<file path="config.mk">
export PLATFORM = sky130hd
export DESIGN_NAME = mrdu_ctrl
export DESIGN_NICKNAME = d
export VERILOG_FILES = /design/src/rtl/assert_macros.svh /design/src/rtl/mrdu_pkg.sv /design/src/rtl/mrdu_ctrl.sv
export SDC_FILE = /design/constraint.sdc
export NUM_CORES = 1
export LEC_CHECK = 0
export ABC_CLOCK_PERIOD_IN_PS = 1500
export BUFFER_PORTS_ARGS = -buffer_cell sky130_fd_sc_hd__buf_2
export CAP_MARGIN = 10
export CORE_AREA = 5 5 42 44
export DETAILED_ROUTE_END_ITERATION = 6
export DIE_AREA = 0 0 47 49
export PLACE_DENSITY = 0.73
export RECOVER_POWER = 50
export SLEW_MARGIN = 20
export SYNTH_ARGS = -nofsm -noshare
export SYNTH_HDL_FRONTEND = slang
export SYNTH_SLANG_ARGS = --single-unit
</file>
<file path="constraint.sdc">
create_clock -name i_clk -period 1.5 [get_ports i_clk]
set_clock_uncertainty 0.15 [all_clocks]
set_input_delay 0.075 -clock i_clk [delete_from_list [all_inputs] [get_ports i_clk]]
set_output_delay 0.075 -clock i_clk [all_outputs]
set_load 0.1 [all_outputs]
</file>
<file path="src/rtl/assert_macros.svh">
// Assertion macros for the RTL, used by the top module.
`ifndef ASSERT_MACROS_SVH
`define ASSERT_MACROS_SVH

`ifndef ASSERT_OFF

// Same-cycle implication, sampled on the rising clock edge.
`define ASSERT_IMPL(label, clk, rst_n, ante, cons) \
    label: assert property (@(posedge clk) disable iff (!(rst_n)) (ante) |-> (cons)) \
        else $error("assertion failed");

// Next-cycle implication, sampled on the rising clock edge.
`define ASSERT_NEXT(label, clk, rst_n, ante, cons) \
    label: assert property (@(posedge clk) disable iff (!(rst_n)) (ante) |=> (cons)) \
        else $error("assertion failed");

`else

`define ASSERT_IMPL(label, clk, rst_n, ante, cons)
`define ASSERT_NEXT(label, clk, rst_n, ante, cons)

`endif

`endif

</file>
<file path="src/rtl/mrdu_pkg.sv">
`default_nettype none

package mrdu_pkg;

    localparam int UNITS_DEF   = 2;
    localparam int DOMAINS_DEF = 16;
    localparam int REGIONS_DEF = 8;

    localparam int GRAN_SHIFT = 14;
    localparam int GRAN_W     = 18;
    localparam int ADDR_W     = 32;
    localparam int GROUP_W    = 3;

    localparam logic [1:0] UNIT_COUNT_RST = 2'd2;
    localparam logic [3:0] GROUP_LIMIT    = 4'd8;

    localparam logic CMD_CONFIG = 1'b0;
    localparam logic CMD_READ   = 1'b1;

    typedef enum logic [1:0] {
        ST_OK      = 2'd0,
        ST_INVALID = 2'd1,
        ST_NO_FREE = 2'd2
    } t_status;

    // Stored descriptor payload; the valid bit lives in flip-flops
    typedef struct packed {
        logic [GRAN_W-1:0]  gran_lo;
        logic [GRAN_W-1:0]  gran_hi;
        logic [GROUP_W-1:0] group;
        logic               nonsecure;
    } t_desc;

    // Result item, status in the low bits
    typedef struct packed {
        logic               read_nonsecure;
        logic               read_valid;
        logic [GROUP_W-1:0] read_group;
        logic [GRAN_W-1:0]  read_end;
        logic [GRAN_W-1:0]  read_start;
        logic [2:0]         new_slot;
        logic               new_entry;
        logic               covered;
        t_status            status;
    } t_result;

    typedef struct packed {
        logic capture;
        logic rd_en;
        logic rd_slot;
        logic eval;
        logic fill;
        logic load_out;
    } t_dp_cmd;

    typedef struct packed {
        logic bad;
        logic is_read;
    } t_dp_stat;

endpackage

`default_nettype wire

</file>
<file path="src/rtl/mrdu_ctrl.sv">
`default_nettype none

module mrdu_ctrl #(
    parameter int REGIONS = mrdu_pkg::REGIONS_DEF,
    localparam int RW = (REGIONS > 1) ? $clog2(REGIONS) : 1,
    localparam int CW = $clog2(REGIONS + 1)
) (
    input  wire logic              i_clk,
    input  wire logic              i_rst_n,
    input  wire logic              i_s_valid,
    output logic                   o_s_ready,
    output logic                   o_m_valid,
    input  wire logic              i_m_ready,
    input  mrdu_pkg::t_dp_stat     i_stat,
    output mrdu_pkg::t_dp_cmd      o_cmd,
    output logic [RW-1:0]          o_idx
);
    import mrdu_pkg::*;

    typedef enum logic [2:0] {
        S_IDLE,
        S_READ,
        S_SCAN,
        S_FILL,
        S_DONE
    } t_state;

    localparam logic [CW-1:0] CNT_END = CW'(REGIONS);

    t_state          r_state;
    logic [CW-1:0]   r_cnt;
    logic            r_evp;
    logic            r_out_valid;
    logic            scan_rd;

    assign scan_rd   = (r_state == S_SCAN) && (r_cnt != CNT_END);
    assign o_s_ready = (r_state == S_IDLE);
    assign o_m_valid = r_out_valid;
    assign o_idx     = r_cnt[RW-1:0];

    always_comb begin
        o_cmd          = '0;
        o_cmd.capture  = (r_state == S_IDLE) && i_s_valid;
        o_cmd.rd_en    = (r_state == S_READ) || scan_rd;
        o_cmd.rd_slot  = (r_state == S_READ);
        o_cmd.eval     = (r_state == S_SCAN) && r_evp;
        o_cmd.fill     = (r_state == S_FILL);
        o_cmd.load_out = (r_state == S_DONE) && (!r_out_valid || i_m_ready);
    end

    always_ff @(posedge i_clk) begin
        if (!i_rst_n) begin
            r_state     <= S_IDLE;
            r_cnt       <= '0;
            r_evp       <= 1'b0;
            r_out_valid <= 1'b0;
        end else begin
            if (o_cmd.load_out) begin
                r_out_valid <= 1'b1;
            end else if (i_m_ready) begin
                r_out_valid <= 1'b0;
            end
            unique case (r_state)
                S_IDLE: begin
                    r_cnt <= '0;
                    r_evp <= 1'b0;
                    if (i_s_valid) begin
                        if (i_stat.bad) begin
                            r_state <= S_DONE;
                        end else if (i_stat.is_read) begin
                            r_state <= S_READ;
                        end else begin
                            r_state <= S_SCAN;
                        end
                    end
                end
                S_READ: begin
                    r_state <= S_DONE;
                end
                S_SCAN: begin
                    // read slot k while slot k-1 is evaluated
                    r_evp <= scan_rd;
                    if (scan_rd) begin
                        r_cnt <= r_cnt + 1'b1;
                    end else begin
                        r_state <= S_FILL;
                    end
                end
                S_FILL: begin
                    r_state <= S_DONE;
                end
                S_DONE: begin
                    if (!r_out_valid || i_m_ready) begin
                        r_state <= S_IDLE;
                    end
                end
                default: begin
                    r_state <= S_IDLE;
                end
            endcase
        end
    end

endmodule

`default_nettype wire

</file>
==> summary.txt <==
Place
  • Setup WS pre-CTS: 0.0970 ns
  • Gp weighted congestion: 0.789
  • Port bufs: 16
  • Placement Cell Area: 782 um^2
  • DP Wirelength: 990 um
  • Post-Place Cells: 99

CTS
  • Root buffer cell: clkbuf_4
  • Clk sinks: 9
  • CTS max path bufs: 2
  • Total CTS buffers: 3
  • CTS tree: built
  • # H-tree levels: 1
  • Worst-skew pair later-pin latency: 0.27 ns
  • Worst-path clk slew: 0.07 ns

Logic synthesis
  • Mapped cell area: 509 um^2
  • Flops & latches, synth: 9
  • Post-synthesis sequential area ratio: 35.4%
  • Post-Syn Instances: 65
  • Synth Area per Inst: 7.83 um^2
  • Synth Warn #: 0
  • Number of library cell types mapped by synthesis: 26
  • Post-Syn Nets: 73

Final layout
  • Final core utilization: 70.1%
  • Finished Layout Cells: 114
  • Share of cells above drive strength 1: 59.2%
  • Antenna diodes: 0
  • Final instance area: 982 um^2
  • Area Growth Syn to Fin: 92.9%
  • Final nets: 107

Global routing
  • Largest net degree at the start of global routing: 9
  • Vias in the first global route: 566
  • Total GRT Usage: 15.0%
  • Number of antenna violations at the first check in global routing: 0
  • Global-route wire length before repair: 2460 um
  • Global route overflow: 0

Timing
  • WHS: 0.0404 ns
  • Worst path setup slack after routing: -0.0283 ns
  • Fin crit share: 102%
  • Final number of hold-violating endpoints: 0
  • Max-slew headroom: 67.8%
  • Unrepaired setup endpoints after global routing: true
  • Least-Margin Pin Slew: 0.486 ns
  • Post-layout minimum cycle time: 1.53 ns
  • FMAX: 654 MHz
  • Slew Limit Fails: 0
  • Post-Route Setup TNS: -0.0611 ns
  • Setup violations, final: 3

Min path
  • Hold path endpoint: r_state[0]
  • Hold Path Class: primary input to flip-flop
  • Hold path depth: 3
  • Hold path startpoint: i_stat[0]

Die
  • Die height: 49 um
  • Row count: 14
  • Die X: 47 um
  • Io pins: 17
  • Die area: 2300 um^2
  • Initial Util: 36.3%
  • Core Region: 1400 um^2

Power and ir drop
  • VDD IR max: 0.000508 V
  • Lkg Pwr: 0.401 nW
  • Overall power: 0.732 mW
  • Pwr per Cell Area: 746 nW/um^2

Setup path
  • Crit Path Category: flip-flop to output port
  • Worst r2r path cells: 4
  • Worst EP required: 1.27 ns
  • Setup slack, reg-to-reg: 0.04 ns
  • Setup crit start kind: flip-flop
  • Crit Path Max Fanout: 5
  • Worst flop-to-flop path startpoint: r_state[1]
  • Critical Path End Type: output port
  • RR Endpoint: r_cnt[3]
  • WP data arrival: 1.30 ns

Outcome
  • Violated checks: negative setup slack
  • Run status: complete, but fails checks

Routing
  • Avg Vias per Cell: 5.03
  • First-pass DRT Iterations: 4
  • Via count: 573
  • # DRC: 0
  • Final WL: 1600 um
  • Initial DRC count: 12
  • DRT antenna net count: 0
  • Routed WL per cell: 14.1 um

Run
  • Max_cap viols: 0
[synthesized netlist by cell type]
cell | n | area (um^2)
dfxtp_1 | 9 | 180
nand2_1 | 8 | 30.0
nor2_1 | 7 | 26.3
inv_1 | 5 | 18.8
a21oi_1 | 4 | 20.0
buf_4 | 3 | 22.5
nand3_1 | 3 | 15.0
nor2b_1 | 3 | 18.8
nor3b_1 | 3 | 22.5
ha_1 | 2 | 25.0
nand2b_1 | 2 | 12.5
o22ai_1 | 2 | 12.5
a221oi_1 | 1 | 8.76
a31oi_1 | 1 | 6.26
and2_1 | 1 | 6.26
and3_1 | 1 | 6.26
buf_6 | 1 | 11.3
clkbuf_2 | 1 | 5.00
nand3b_1 | 1 | 7.51
nand4b_1 | 1 | 8.76
o21bai_1 | 1 | 7.51
o32ai_1 | 1 | 8.76
or2_1 | 1 | 6.26
or3_1 | 1 | 6.26
or3b_2 | 1 | 8.76
or4_1 | 1 | 7.51
[placed cells by master, fill, tap and decap left out, types with 3 or more instances in the layout]
cell type and count:
buf_12 7, a21oi_1 3, clkbuf_4 3, nand2_1 8, buf_2 8, nor3b_4 3
nor2_1 3, buf_4 12, inv_1 3, dfxtp_4 4, dlygate4sd3_1 5, dfxtp_1 3
[worst max-delay path by stage]
stage                     depth (start not counted)  slack [ns]        from    endpoint
after global routing                              6       -0.08    r_cnt[0]    o_cmd[4]
after global placement                            3        0.11  r_state[1]  r_state[0]
after floorplan                                   3       -0.52  r_state[1]    o_cmd[4]
after detailed placement                          3         0.1  r_state[1]    r_cnt[3]
after CTS                                         4      -0.008  r_state[0]    o_cmd[5]
final                                             4       -0.03  r_state[2]    o_cmd[5]
[metal layers]
metal	global-route usage, %	vias up	part of all wire [%]
met2	23.1	21	54
met4	9.68	0	2.9
met5	0	-	0
met1	18.2	262	37
li1	-	285	-
met3	2.58	5	6.0
[state kept, by name, summed over array words and instances, names as in the netlist]
signal	flops
r_state	3
r_cnt	4
r_evp	1
o_m_valid	1
[what timing repair did]
item | 4_1_cts | 5_1_grt
pin swaps | 5 | 3
gates cloned | 0 | 0
setup endpoints to repair | 5 | 9
gates resized for setup | 14 | 10
buffers inserted | 5 | 3
hold buffers | 5 | 0
hold endpoints to repair | 7 | 0
[critical path, cell delays in order, from the launching register on]
cell	delay, ns
dfxtp_4	0.37
or2_4	0.26
buf_6	0.13
nor2_4	0.09
buf_12	0.18
[cell families after synthesis]
kind of cell    Yosys count  synth area share, %
fa+ha+maj                 2                 4.91
compound gates           10                 12.5
simple gates             34                 35.9
buf+inv                  10                 11.3
flops                     9                 35.4
[area by class of cell]
class	count	area, um^2
tap	16	20.0
multi-input combinational	46	377
sequential	9	198
clock buffer	4	26.3
timing repair buffer	34	343
inverter	5	18.8
fill	98	419
[power by group]
group	internal [mW]	switching, mW
Sequential	0.243	0.0107
Clock	0.103	0.0961
Combinational	0.115	0.164
Total	0.461	0.271
No activity file was read; power rests on OpenSTA's default activity.
